$ cat src/rtl/pf_pkg.sv
// ----------------------------------------------------------------------------
// pf_pkg
// Shared types, constants and cell lookup for the Playfair digraph encryptor.
// ----------------------------------------------------------------------------
package pf_pkg;

    localparam int LETTER_W = 5;
    localparam int POS_W    = 3;
    localparam int SIDE     = 5;
    localparam int ROW_W    = LETTER_W * SIDE;
    localparam int CFG_IDX_W = 3;

    typedef logic [LETTER_W-1:0] t_letter;
    typedef logic [POS_W-1:0]    t_pos;
    typedef logic [ROW_W-1:0]    t_row;
    typedef t_row [SIDE-1:0]     t_square;

    localparam t_letter LETTER_I = 5'd8;
    localparam t_letter LETTER_J = 5'd9;
    localparam t_letter LETTER_X = 5'd23;

    // Register indexes of the configuration port
    localparam logic [CFG_IDX_W-1:0] CFG_ROW0 = 3'd0;
    localparam logic [CFG_IDX_W-1:0] CFG_ROW1 = 3'd1;
    localparam logic [CFG_IDX_W-1:0] CFG_ROW2 = 3'd2;
    localparam logic [CFG_IDX_W-1:0] CFG_ROW3 = 3'd3;
    localparam logic [CFG_IDX_W-1:0] CFG_ROW4 = 3'd4;

    // Reset square: alphabet without I, row-major
    localparam t_row ROW0_RST = 25'd4294688;
    localparam t_row ROW1_RST = 25'd10788037;
    localparam t_row ROW2_RST = 25'd16201099;
    localparam t_row ROW3_RST = 25'd21613104;
    localparam t_row ROW4_RST = 25'd27025109;

    // Encrypted digraph
    typedef struct packed {
        t_letter x;
        t_letter y;
    } t_pair;

    // Cell at (row, col); positions are always 0..4
    function automatic t_letter sq_cell(input t_square sq, input t_pos r, input t_pos c);
        t_row row;
        t_letter res;
        case (r)
            3'd0:    row = sq[0];
            3'd1:    row = sq[1];
            3'd2:    row = sq[2];
            3'd3:    row = sq[3];
            default: row = sq[4];
        endcase
        case (c)
            3'd0:    res = row[4:0];
            3'd1:    res = row[9:5];
            3'd2:    res = row[14:10];
            3'd3:    res = row[19:15];
            default: res = row[24:20];
        endcase
        return res;
    endfunction

    // One step down or right, wrapping at the edge
    function automatic t_pos pos_next(input t_pos p);
        return (p == t_pos'(SIDE - 1)) ? '0 : p + t_pos'(1);
    endfunction

endpackage

$ cat src/rtl/pf_cipher.sv
// ----------------------------------------------------------------------------
// pf_cipher
// Encrypts one digraph against the key square: parallel locate, then the
// same-row, same-column or rectangle rule.
// ----------------------------------------------------------------------------
module pf_cipher (
    input  pf_pkg::t_square i_square,
    input  pf_pkg::t_letter i_a,
    input  pf_pkg::t_letter i_b,
    output pf_pkg::t_pair   o_pair
);

    // Last match in row-major order wins; no match gives (0, 0)
    function automatic logic [2*pf_pkg::POS_W-1:0] locate(input pf_pkg::t_square sq,
                                                          input pf_pkg::t_letter l);
        pf_pkg::t_pos r_hit;
        pf_pkg::t_pos c_hit;
        r_hit = '0;
        c_hit = '0;
        for (int r = 0; r < pf_pkg::SIDE; r++) begin
            for (int c = 0; c < pf_pkg::SIDE; c++) begin
                if (sq[r][c*pf_pkg::LETTER_W +: pf_pkg::LETTER_W] == l) begin
                    r_hit = pf_pkg::t_pos'(r);
                    c_hit = pf_pkg::t_pos'(c);
                end
            end
        end
        return {r_hit, c_hit};
    endfunction

    pf_pkg::t_pos ra, ca, rb, cb;

    always_comb begin
        {ra, ca} = locate(i_square, i_a);
        {rb, cb} = locate(i_square, i_b);
        if (ra == rb) begin
            o_pair.x = pf_pkg::sq_cell(i_square, ra, pf_pkg::pos_next(ca));
            o_pair.y = pf_pkg::sq_cell(i_square, rb, pf_pkg::pos_next(cb));
        end else if (ca == cb) begin
            o_pair.x = pf_pkg::sq_cell(i_square, pf_pkg::pos_next(ra), ca);
            o_pair.y = pf_pkg::sq_cell(i_square, pf_pkg::pos_next(rb), cb);
        end else begin
            o_pair.x = pf_pkg::sq_cell(i_square, ra, cb);
            o_pair.y = pf_pkg::sq_cell(i_square, rb, ca);
        end
    end

endmodule

$ cat src/rtl/pf_out_ser.sv
// ----------------------------------------------------------------------------
// pf_out_ser
// Result register: holds one encrypted pair and sends its letters, once or
// twice over, on the output stream.
// ----------------------------------------------------------------------------
module pf_out_ser (
    input  logic            i_clk,
    input  logic            i_rst_n,
    input  logic            i_load,
    input  pf_pkg::t_pair   i_pair,
    input  logic            i_twice,
    output logic            o_free,
    output logic            m_axis_tvalid,
    input  logic            m_axis_tready,
    output logic [7:0]      m_axis_tdata,   // [4:0] cipher_letter, [7:5] zero
    output logic            m_axis_tlast    // last_of_run
);

    logic          r_valid;
    pf_pkg::t_pair r_pair;
    logic          r_twice;
    logic [1:0]    r_idx;
    logic          is_last;
    logic          xfer;

    assign is_last = r_idx[0] && (r_idx[1] || !r_twice);
    assign xfer    = r_valid && m_axis_tready;
    assign o_free  = !r_valid || (xfer && is_last);

    assign m_axis_tvalid = r_valid;
    assign m_axis_tdata  = {3'b000, r_idx[0] ? r_pair.y : r_pair.x};
    assign m_axis_tlast  = is_last;

    always_ff @(posedge i_clk) begin
        if (!i_rst_n) begin
            r_valid <= 1'b0;
            r_idx   <= '0;
        end else if (i_load) begin
            r_valid <= 1'b1;
            r_idx   <= '0;
        end else if (xfer) begin
            r_valid <= !is_last;
            r_idx   <= r_idx + 2'd1;
        end
    end

    always_ff @(posedge i_clk) begin
        if (i_load) begin
            r_pair  <= i_pair;
            r_twice <= i_twice;
        end
    end

endmodule

$ cat src/rtl/playfair_digraph_encrypt_core.sv
// ----------------------------------------------------------------------------
// playfair_digraph_encrypt_core
// Playfair encryptor: pairs plaintext letters and streams cipher letters.
// ----------------------------------------------------------------------------
// Letters (A=0..Z=25, I taken as J) enter one per transaction; end_of_text
// (tlast) marks the last letter of a message. An unpaired letter is held
// inside; the next letter completes the digraph, which yields two cipher
// letters. A doubled letter pairs with X and stays held; a message ending
// on an odd letter is padded with X, so one input can yield 0, 2 or 4
// letters, and tlast on the output marks the last letter that one input
// caused. The block takes one letter per cycle while its input register
// is empty or moves on; the output sends one letter per cycle while tready
// is high. A digraph passes the input register, then the result register.
// The key square is five 25-bit row registers (column c at bits 5c+4:5c),
// written through the config channel; indexes above 4 are ignored. The user
// must write it only while the block is idle; the core does not enforce it.
// ----------------------------------------------------------------------------
module playfair_digraph_encrypt_core (
    input  logic        i_clk,
    input  logic        i_rst_n,
    // plaintext stream
    input  logic        s_axis_tvalid,
    output logic        s_axis_tready,
    input  logic [7:0]  s_axis_tdata,   // [4:0] plain_letter, [7:5] unused
    input  logic        s_axis_tlast,   // end_of_text
    // ciphertext stream
    output logic        m_axis_tvalid,
    input  logic        m_axis_tready,
    output logic [7:0]  m_axis_tdata,   // [4:0] cipher_letter, [7:5] zero
    output logic        m_axis_tlast,   // last_of_run
    // key square write channel
    input  logic        i_cfg_valid,
    output logic        o_cfg_ready,
    input  logic [pf_pkg::CFG_IDX_W-1:0] i_cfg_index,
    input  logic [pf_pkg::ROW_W-1:0]     i_cfg_data
);

    // key square
    pf_pkg::t_square r_square;

    // pairing state
    logic            r_held_valid;
    pf_pkg::t_letter r_held_letter;
    logic            n_held_valid;
    pf_pkg::t_letter n_held_letter;

    // input register: digraph waiting for encryption
    logic            r_in_valid;
    pf_pkg::t_letter r_a, r_b;
    logic            r_twice;
    pf_pkg::t_letter n_a, n_b;
    logic            n_twice;
    logic            push;

    logic            accept;
    logic            ser_free;
    logic            load_out;
    pf_pkg::t_letter folded;
    pf_pkg::t_pair   pair;

    assign o_cfg_ready = 1'b1;

    always_ff @(posedge i_clk) begin
        if (!i_rst_n) begin
            r_square[0] <= pf_pkg::ROW0_RST;
            r_square[1] <= pf_pkg::ROW1_RST;
            r_square[2] <= pf_pkg::ROW2_RST;
            r_square[3] <= pf_pkg::ROW3_RST;
            r_square[4] <= pf_pkg::ROW4_RST;
        end else if (i_cfg_valid) begin
            case (i_cfg_index)
                pf_pkg::CFG_ROW0: r_square[0] <= i_cfg_data;
                pf_pkg::CFG_ROW1: r_square[1] <= i_cfg_data;
                pf_pkg::CFG_ROW2: r_square[2] <= i_cfg_data;
                pf_pkg::CFG_ROW3: r_square[3] <= i_cfg_data;
                pf_pkg::CFG_ROW4: r_square[4] <= i_cfg_data;
                default: ;
            endcase
        end
    end

    // input side takes a letter whenever the input register is empty or moves on
    assign load_out      = r_in_valid && ser_free;
    assign s_axis_tready = !r_in_valid || ser_free;
    assign accept        = s_axis_tvalid && s_axis_tready;

    assign folded = (s_axis_tdata[4:0] == pf_pkg::LETTER_I) ? pf_pkg::LETTER_J
                                                           : s_axis_tdata[4:0];

    // digraph forming
    always_comb begin
        n_held_valid  = r_held_valid;
        n_held_letter = r_held_letter;
        n_a           = r_held_letter;
        n_b           = pf_pkg::LETTER_X;
        n_twice       = 1'b0;
        push          = 1'b1;
        if (!r_held_valid) begin
            n_a = folded;
            if (!s_axis_tlast) begin
                // first of a pair: just hold it
                push          = 1'b0;
                n_held_valid  = 1'b1;
                n_held_letter = folded;
            end
        end else if (r_held_letter != folded) begin
            n_b           = folded;
            n_held_valid  = 1'b0;
            n_held_letter = '0;
        end else if (s_axis_tlast) begin
            // doubled letter at end: same (letter, X) pair goes out twice
            n_twice       = 1'b1;
            n_held_valid  = 1'b0;
            n_held_letter = '0;
        end
    end

    always_ff @(posedge i_clk) begin
        if (!i_rst_n) begin
            r_held_valid  <= 1'b0;
            r_held_letter <= '0;
            r_in_valid    <= 1'b0;
        end else begin
            if (accept) begin
                r_held_valid  <= n_held_valid;
                r_held_letter <= n_held_letter;
            end
            if (accept && push)
                r_in_valid <= 1'b1;
            else if (load_out)
                r_in_valid <= 1'b0;
        end
    end

    always_ff @(posedge i_clk) begin
        if (accept && push) begin
            r_a     <= n_a;
            r_b     <= n_b;
            r_twice <= n_twice;
        end
    end

    pf_cipher u_cipher (
        .i_square (r_square),
        .i_a      (r_a),
        .i_b      (r_b),
        .o_pair   (pair)
    );

    pf_out_ser u_out (
        .i_clk         (i_clk),
        .i_rst_n       (i_rst_n),
        .i_load        (load_out),
        .i_pair        (pair),
        .i_twice       (r_twice),
        .o_free        (ser_free),
        .m_axis_tvalid (m_axis_tvalid),
        .m_axis_tready (m_axis_tready),
        .m_axis_tdata  (m_axis_tdata),
        .m_axis_tlast  (m_axis_tlast)
    );

    // held letter is always folded
    a_held_folded: assert property (@(posedge i_clk) disable iff (!i_rst_n)
        r_held_valid |-> (r_held_letter != pf_pkg::LETTER_I))
        else $error("held letter not folded");

    // end of text always flushes the held letter
    a_end_flush: assert property (@(posedge i_clk) disable iff (!i_rst_n)
        (accept && s_axis_tlast) |=> !r_held_valid)
        else $error("letter still held after end of text");

    // a finished run with nothing queued leaves the output idle
    a_out_drain: assert property (@(posedge i_clk) disable iff (!i_rst_n)
        (m_axis_tvalid && m_axis_tready && m_axis_tlast && !r_in_valid) |=> !m_axis_tvalid)
        else $error("output valid without queued digraph");

    // a pending digraph never sits behind an empty result register
    a_no_stall: assert property (@(posedge i_clk) disable iff (!i_rst_n)
        (r_in_valid && !m_axis_tvalid) |=> m_axis_tvalid)
        else $error("digraph not moved to result register");

endmodule

$ cat config.mk
export PLATFORM = sky130hd
export DESIGN_NAME = playfair_digraph_encrypt_core
export DESIGN_NICKNAME = d
export VERILOG_FILES = /design/src/rtl/pf_pkg.sv /design/src/rtl/pf_cipher.sv /design/src/rtl/pf_out_ser.sv /design/src/rtl/playfair_digraph_encrypt_core.sv
export SDC_FILE = /design/constraint.sdc
export NUM_CORES = 1
export LEC_CHECK = 0
export ABC_AREA = 1
export CAP_MARGIN = 20
export CORE_MARGIN = 2
export CORE_UTILIZATION = 60
export DETAILED_ROUTE_END_ITERATION = 16
export DONT_BUFFER_PORTS = 1
export PLACE_DENSITY_LB_ADDON = 0.15
export SYNTH_ARGS = -nofsm -noshare
export SYNTH_HDL_FRONTEND = slang
export SYNTH_SLANG_ARGS = --single-unit
$ cat constraint.sdc
create_clock -name i_clk -period 3.5 [get_ports i_clk]
set_input_delay 0.7 -clock i_clk [delete_from_list [all_inputs] [get_ports i_clk]]
set_output_delay 0.7 -clock i_clk [all_outputs]
set_load 0.05 [all_outputs]
==> impl_metrics.ini, run 1 <==
[run_status]
status = aborted with a tool error
stop_stage = 5_1_grt
toolErrorMsg = [ERROR GRT-0232] Routing congestion too high. Check the congestion heatmap in the GUI.

[yosys]
synth-async-reset-ratio_pct = 0
yosys.area_share.adder_pct = 1.67
synth_simple_gate_area_share_pct = 31.4
synthesis.area_sq_um = 15000
yosysSeqAreaShare_pct = 22.4
ys_ff_latch = 157
syn_inst = 2331
synthXorXnorAreaFrac_pct = 10.2
syn_area_per_cell_sq_um = 6.43
synth_flop_cell = dfxtp_1
ys_types = 61
synth_edf_count = 22
synth-warning-count = 0
muxShareOfSynthArea_pct = 0
synth_top_family_by_area = simple AND/OR/NAND/NOR gates
synth_compound_area_share_pct = 21.7

[floorplan]
die_x_um = 162
die_y_um = 162
ios = 54
initial_utilization_pct = 61.4
rows = 57

[clock_network]
cts_max_level = 4
cts_sinks = 157
cts_root_buf = clkbuf_16
cts_max_path_buffers = 2
cts_buffers = 17

[global_routing]
grt.overflow.total = 42
grt_max_degree = 121
grtUsageTotal_pct = 71.0

[sta]
worst_endpoint_kind = sequential cell input
crit_endpoint = u_out.r_pair[4]$_DFFE_PP_/D

[placement]
port_buffers = 0
hpwl_um = 55400
routabilityCongestion = 1.16
[synthesized netlist by cell type, types with 6 or more instances]
cell | number | area, sq um
ha_1 | 20 | 250
o211ai_1 | 60 | 450
inv_1 | 236 | 886
nor4_1 | 18 | 113
nand2_2 | 17 | 106
a21oi_1 | 151 | 756
a221oi_1 | 23 | 201
inv_2 | 20 | 75.1
nor2_2 | 10 | 62.6
nand2_4 | 17 | 191
xnor2_1 | 84 | 736
buf_6 | 25 | 282
inv_4 | 6 | 37.5
nor2_1 | 253 | 950
o21ai_0 | 128 | 641
nand2_1 | 518 | 1940
dfxtp_1 | 135 | 2700
nor2_4 | 9 | 101
clkbuf_1 | 58 | 218
nor3_1 | 18 | 90.1
o22ai_1 | 137 | 857
buf_2 | 25 | 125
buf_4 | 23 | 173
nand3_1 | 91 | 455
nand4_1 | 52 | 325
o31ai_1 | 19 | 143
xor2_1 | 88 | 771
edfxtp_1 | 22 | 661
[through the flow]
step                      cells  utilization [%]  TNS (ps)  cell area, sq um  worst slack (ps)
after floorplan            2333                -     -4.28             15200             -4.28
after global placement     2970             75.9     -6570             18500              -731
after detailed placement   2970             75.9     -7570             18500              -848
after CTS                  3051             83.1     -5350             20300              -599
[cell families after synthesis]
group	Yosys count
AND/OR/NAND/NOR	1033
AO/OA/AOI/OAI	542
buffers and inverters	404
XOR/XNOR	173
flip-flops	157
adder cells (fa/ha/maj)	20
other	2
[layer usage]
| metal | track usage, % | GRT overflow |
|---|---|---|
| met1 | 75.8 | 0 |
| met2 | 91.0 | 15 |
| met3 | 48.6 | 0 |
| met4 | 64.2 | 27 |
| met5 | 18.0 | 0 |
[timing repair]
action / in CTS
pin swaps: 109
gates resized for setup: 187
endpoints found under the setup margin: 10
buffers inserted: 42
cloned: 7
hold buffers: 0
==> run 2, diff against run 1 <==
Settings changed: CORE_UTILIZATION 60 to 40.
Clock period 3.5 ns to 4.55 ns, I/O delays scaled along.
==> run 2 against run 1 <==
  * The run now ends clean
  * Synthesized cell count unchanged
  * Area after synthesis unchanged
==> impl_metrics.ini, run 2 <==
[finish]
largest_registers = r_square: 125 flops, u_out.r_pair: 10 flops
final_common_cell = nand2_1
design_area_sq_um = 19200
areaGrowthSynthToFinish_pct = 27.8
mostFrequentLayoutCells = nand2_1 (500), buf_4 (290), inv_1 (231)
largest_reg_flops = 125
top_register = r_square
fin_nets = 2625
drive_above_1_share_pct = 23.3

[floorplan]
die_y_um = 198
fp.dieArea_sq_um = 39000
initial_utilization_pct = 40.7
ios = 54
core_area_sq_um = 36800
die_x_um = 198
rows = 70

[global_routing]
grt_max_degree = 121
grt.overflow.total = 0
antenna_found_initial = 1
grt_pass1_wl_um = 115000
grt_pass1_vias = 16600
grtUsageTotal_pct = 41.4

[sta]
setup_viol = 0
maxSlewViolCount = 0
slew_headroom_pct = 40.2
timing.final.crit_period_ps = 4470
tightestPinTransition_ps = 897
clock.fmax_ghz = 0.224
hold_violations = 0
clock_skew_ps = 23.7
rsz0062_at_grt = yes
postLayoutSetupSlackWorst_ps = 83.4
post-route-period-util_pct = 98.2

[critical_path]
crit_buf_inv = 9
worst_path_largest_cell_delay_ps = 460
endpoint_kind = register
cp_data_required_time_ps = 4780
crit_family = simple AND/OR/NAND/NOR gates
worst_setup_path_start_kind = register
critPathSlowestCell = a221oi_1
critPathMaxFanout = 13
critical_path_class = reg2reg
cpMostUsedCell = buf_4
crit_arrival_ps = 4690

[yosys]
synthMostInstantiatedCell = nand2_1
synth_top_cell_area_share_pct = 18.0
ys_ff_latch = 157
syn_inst = 2331
yosysSeqAreaShare_pct = 22.4
netlist.top_cell.by_area = dfxtp_1
synth-async-reset-ratio_pct = 0
syn_area_per_cell_sq_um = 6.43
synth_flop_cell = dfxtp_1
ys_top_cells_by_area = dfxtp_1 (18%), nand2_1 (13%), nor2_1 (6.3%)
synth_compound_area_share_pct = 21.7
yosys.area_share.adder_pct = 1.67
synthesis.area_sq_um = 15000
synth_common_cells = nand2_1 (518), nor2_1 (253), inv_1 (236)
synthXorXnorAreaFrac_pct = 10.2
synth_top_family_by_area = simple AND/OR/NAND/NOR gates
synth-warning-count = 0
synth_edf_count = 22
synth_simple_gate_area_share_pct = 31.4
muxShareOfSynthArea_pct = 0
ys_types = 61

[placement]
place_ws_ps = -205
placed_area_sq_um = 17500
hpwl_um = 62800
routabilityCongestion = 1.04
port_buffers = 0

[detailed_routing]
wl_per_cell_um = 27.0
detail-route-antenna-nets = 0
drt_iter0_drc = 2564
routed_via_density = 5.96
remaining_drc_errors = 0
drtPass1Iterations = 8
vias = 18100
routed_wl_um = 82100

[power_and_ir_drop]
combPwrFrac_pct = 65.1
p_leak_nw = 8.52
p_seq_share_pct = 17.4
p_per_area_nw_per_um2 = 477
ir_worst_vdd_mv = 0.305
clock_power_share_pct = 17.5
p_switching_mw = 4.60
internal_power_mw = 4.53
p_sw_share_pct = 50.4

[clock_network]
clk_latency_ps = 490
cts_max_path_buffers = 2
cts.clk_slew.worst_paths_ps = 80
cts_max_level = 4
cts_buffers = 17
cts_root_buf = clkbuf_16
cts_tree = yes
cts_sinks = 157

[job]
maxCapViolCount = 0

[worst_hold_path]
hp-class = reg2reg

[run_status]
status = finished clean
==> run 2: layout make-up <==
cell class	count	area [sq um]
sequential	157	3360
tap	468	586
timing repair buffer	346	3230
clock buffer	17	425
multi-input combinational	1774	10300
fill	3717	17600
antenna	1	2.50
clock inverter	15	191
inverter	267	1060
==> run 2: power groups by stage <==
| stage | registers [mW] | clock network [mW] | logic [mW] |
|---|---|---|---|
| global route | 1.60 | 1.65 | 6.20 |
| finish | 1.59 | 1.60 | 5.94 |
| global placement | 1.62 | 0 | 5.14 |
| CTS | 1.59 | 1.61 | 5.21 |
| detailed placement | 1.62 | 0 | 5.15 |
| floorplan | 1.58 | 0 | 2.80 |
==> run 2: through the flow <==
step                      hold WS [ps]  std cells  utilization (%)  setup TNS [ps]  power, mW
after detailed placement           410       2984             47.7           -1160       6.76
final                              424       3045             52.1               0       9.13
after global placement             409       2984             47.7           -1080       6.75
after CTS                          428       3018             49.6               0       8.41
after floorplan                    400       2333                -               0       4.38
after global routing               442       3044             52.1            -292       9.45
==> run 2: cell families (layout without fill, tap and decap cells) <==
logic type / count (synthesis) / in the layout
AND/OR/NAND/NOR: 1033 / 1035
other: 2 / 5
adder cells (fa/ha/maj): 20 / 20
AO/OA/AOI/OAI: 542 / 542
buffers and inverters: 404 / 645
flip-flops: 157 / 157
XOR/XNOR: 173 / 173
==> run 2: path summary, 6_finish.rpt <==
path | cells after the start | to | slack [ps] | from
hold / removal | 0 | u_out.r_twice | 420 | r_twice
setup reg to reg | 26 | u_out.r_pair[2] | 80 | r_b[1]
setup / recovery | 26 | u_out.r_pair[2] | 80 | r_b[1]
hold reg to reg | 0 | u_out.r_twice | 420 | r_twice
==> run 2: layer usage <==
metal | global-route usage [%] | up-vias | part of all wire [%]
met1 | 56.4 | 8449 | 41
met5 | 0 | - | 0.011
met3 | 9.60 | 244 | 11
met2 | 61.8 | 1190 | 42
met4 | 19.0 | 2 | 5.9
li1 | - | 8250 | -
==> run 2: repair_timing <==
item | CTS | global route
pin swaps | 4 | 74
hold endpoints to repair | 0 | 0
hold buffers | 0 | 0
setup endpoints to repair | 10 | 10
gates cloned | 0 | 7
setup buffers | 2 | 20
resized for setup | 20 | 149
(Power assumes the default switching activity.)
==> run 3, diff against run 2 <==
Settings changed: SETUP_SLACK_MARGIN from default to 0.2.
==> run 3 against run 2 <==
  * Critical path depth rose by 6
  * Final cell count rose by 1.8%
  * Final area rose by 8.1%
  * Combinational power rose by 14%
  * Power rose by 8.8%
  * Fmax rose by 2.3%
  * Critical path type unchanged
  * Largest cell class unchanged
==> impl_metrics.ini, run 3 (synthesis gave the netlist of run 2 again) <==
[detailed_routing]
vias = 18700
drt_iter0_drc = 2784
wl_per_cell_um = 27.4
drtPass1Iterations = 7
routed_via_density = 6.04
routed_wl_um = 85100
remaining_drc_errors = 0
detail-route-antenna-nets = 0

[global_routing]
grt_pass1_vias = 16800
antenna_found_initial = 0
grtUsageTotal_pct = 41.9
grt_pass1_wl_um = 116000
grt_max_degree = 121
grt.overflow.total = 0

[power_and_ir_drop]
clock_power_share_pct = 16.0
ir_worst_vdd_mv = 0.301
combPwrFrac_pct = 67.9
p_per_area_nw_per_um2 = 480
p_leak_nw = 9.06
p_sw_share_pct = 49.8
p_seq_share_pct = 16.1
p_switching_mw = 4.95
power_mw = 9.94
internal_power_mw = 4.99

[critical_path]
r2r_end = u_out.r_pair[8]
cp_data_required_time_ps = 4780
endpoint_kind = register
worst_setup_path_start_kind = register
r2r-start = r_a[1]
cpMostUsedCell = buf_12
reg2reg_slack_ps = 180
critPathSlowestCell = edfxtp_1
worst_path_largest_cell_delay_ps = 350
worstRegToRegCells = 32
critical_path_class = reg2reg
crit_arrival_ps = 4600
critPathMaxFanout = 6

[finish]
final_common_cell = nand2_1
top_register = r_square
fin_nets = 2679
mostFrequentLayoutCells = nand2_1 (481), buf_4 (299), inv_1 (218)
largest_reg_flops = 125
areaGrowthSynthToFinish_pct = 38.2
drive_above_1_share_pct = 29.3
largest_registers = r_square: 125 flops, u_out.r_pair: 10 flops
post-route-util_pct = 56.3

[job]
maxCapViolCount = 0

[clock_network]
cts.clk_slew.worst_paths_ps = 80
cts_sinks = 157
cts_tree = yes
cts_max_level = 4
cts_root_buf = clkbuf_16
cts_buffers = 17
clk_latency_ps = 480
cts_max_path_buffers = 2

[sta]
maxSlewViolCount = 0
hold_violations = 0
tightestPinTransition_ps = 897
clock.fmax_ghz = 0.229
setup_viol = 0
post-route-period-util_pct = 96.0
rsz0062_at_grt = yes
clock_skew_ps = 22.2
slew_headroom_pct = 40.2
timing.final.crit_period_ps = 4370

[worst_hold_path]
hp-class = reg2reg
hold_depth = 0
holdPathEnd = u_out.r_twice
hold_start = r_twice

[floorplan]
core_area_sq_um = 36800
fp.dieArea_sq_um = 39000
die_x_um = 198
ios = 54
die_y_um = 198
initial_utilization_pct = 40.7
rows = 70

[placement]
routabilityCongestion = 1.04
hpwl_um = 62800
port_buffers = 0

[run_status]
status = finished clean
==> run 3: changes by cell type in the layout (fill, tap and decap cells not counted), moves of 12 or more <==
cell,before,now
buf_12,38,51
buf_6,11,35
ha_1,18,6
inv_1,231,218
nand2_1,500,481
nand2_4,20,32
nand3_1,89,76
nor2_1,214,195
==> run 3: critical path: cells and delay by family (launching register included) <==
kind	cells	cell delay, ps
AOI/OAI and AO/OA	2	410
and+or+nand+nor	15	1370
buffers and inverters	13	1640
adders and majority gates	2	330
DFF	1	350
==> run 3: worst max-delay path by stage <==
| stage | startpoint | slack [ps] | to | depth (start not counted) |
|---|---|---|---|---|
| floorplan | r_b[0] | 940 | u_out.r_pair[4] | 25 |
| global placement | r_b[1] | -180 | u_out.r_pair[4] | 31 |
| detailed placement | r_a[3] | -210 | u_out.r_pair[6] | 28 |
| CTS | r_a[1] | 180 | u_out.r_pair[9] | 30 |
| global route | r_a[1] | 50 | u_out.r_pair[8] | 33 |
| finish | r_a[1] | 180 | u_out.r_pair[8] | 32 |
==> run 3: metal layers <==
layer,routed length (um),vias to the layer above,GRT usage (%)
li1,-,8377,-
met1,34500,8788,56.5
met2,35600,1246,62.0
met3,9500,311,10.0
met4,5440,0,21.2
met5,0,-,0
==> run 3: timing repair <==
item,4_1_cts,5_1_grt
hold buffers,0,0
gates cloned,4,9
setup buffers,11,57
pin swaps,51,112
endpoints found under the setup margin,10,10
gates resized for setup,104,292
==> run 3: cell type report <==
class | count | area, sq um
fillers | 3571 | 16100
multi-input cells | 1776 | 11100
repair buffers | 397 | 3940
flip-flops and latches | 157 | 3360
inverters | 267 | 1100
well taps | 468 | 586
clock buffers | 17 | 425
clock inverters | 15 | 191
repair inverters | 1 | 11.3
diodes | 2 | 5.00
==> run 3: power by group through the flow <==
stage / sequential [mW] / clock, mW / combinational (mW)
floorplan: 1.58 / 0 / 2.80
global route: 1.60 / 1.65 / 6.99
detailed placement: 1.62 / 0 / 5.15
CTS: 1.59 / 1.61 / 5.59
finish: 1.60 / 1.59 / 6.75
global placement: 1.62 / 0 / 5.14
==> run 3: through the flow <==
step	setup WS [ps]	setup TNS (ps)	hold slack [ps]	instance area (sq um)	cells
floorplan	941	0	400	15000	2333
global placement	-182	-1080	409	17500	2984
detailed placement	-205	-1160	410	17500	2984
CTS	182	0	428	18700	3031
global route	49.1	0	442	20700	3098
finish	182	0	424	20700	3100
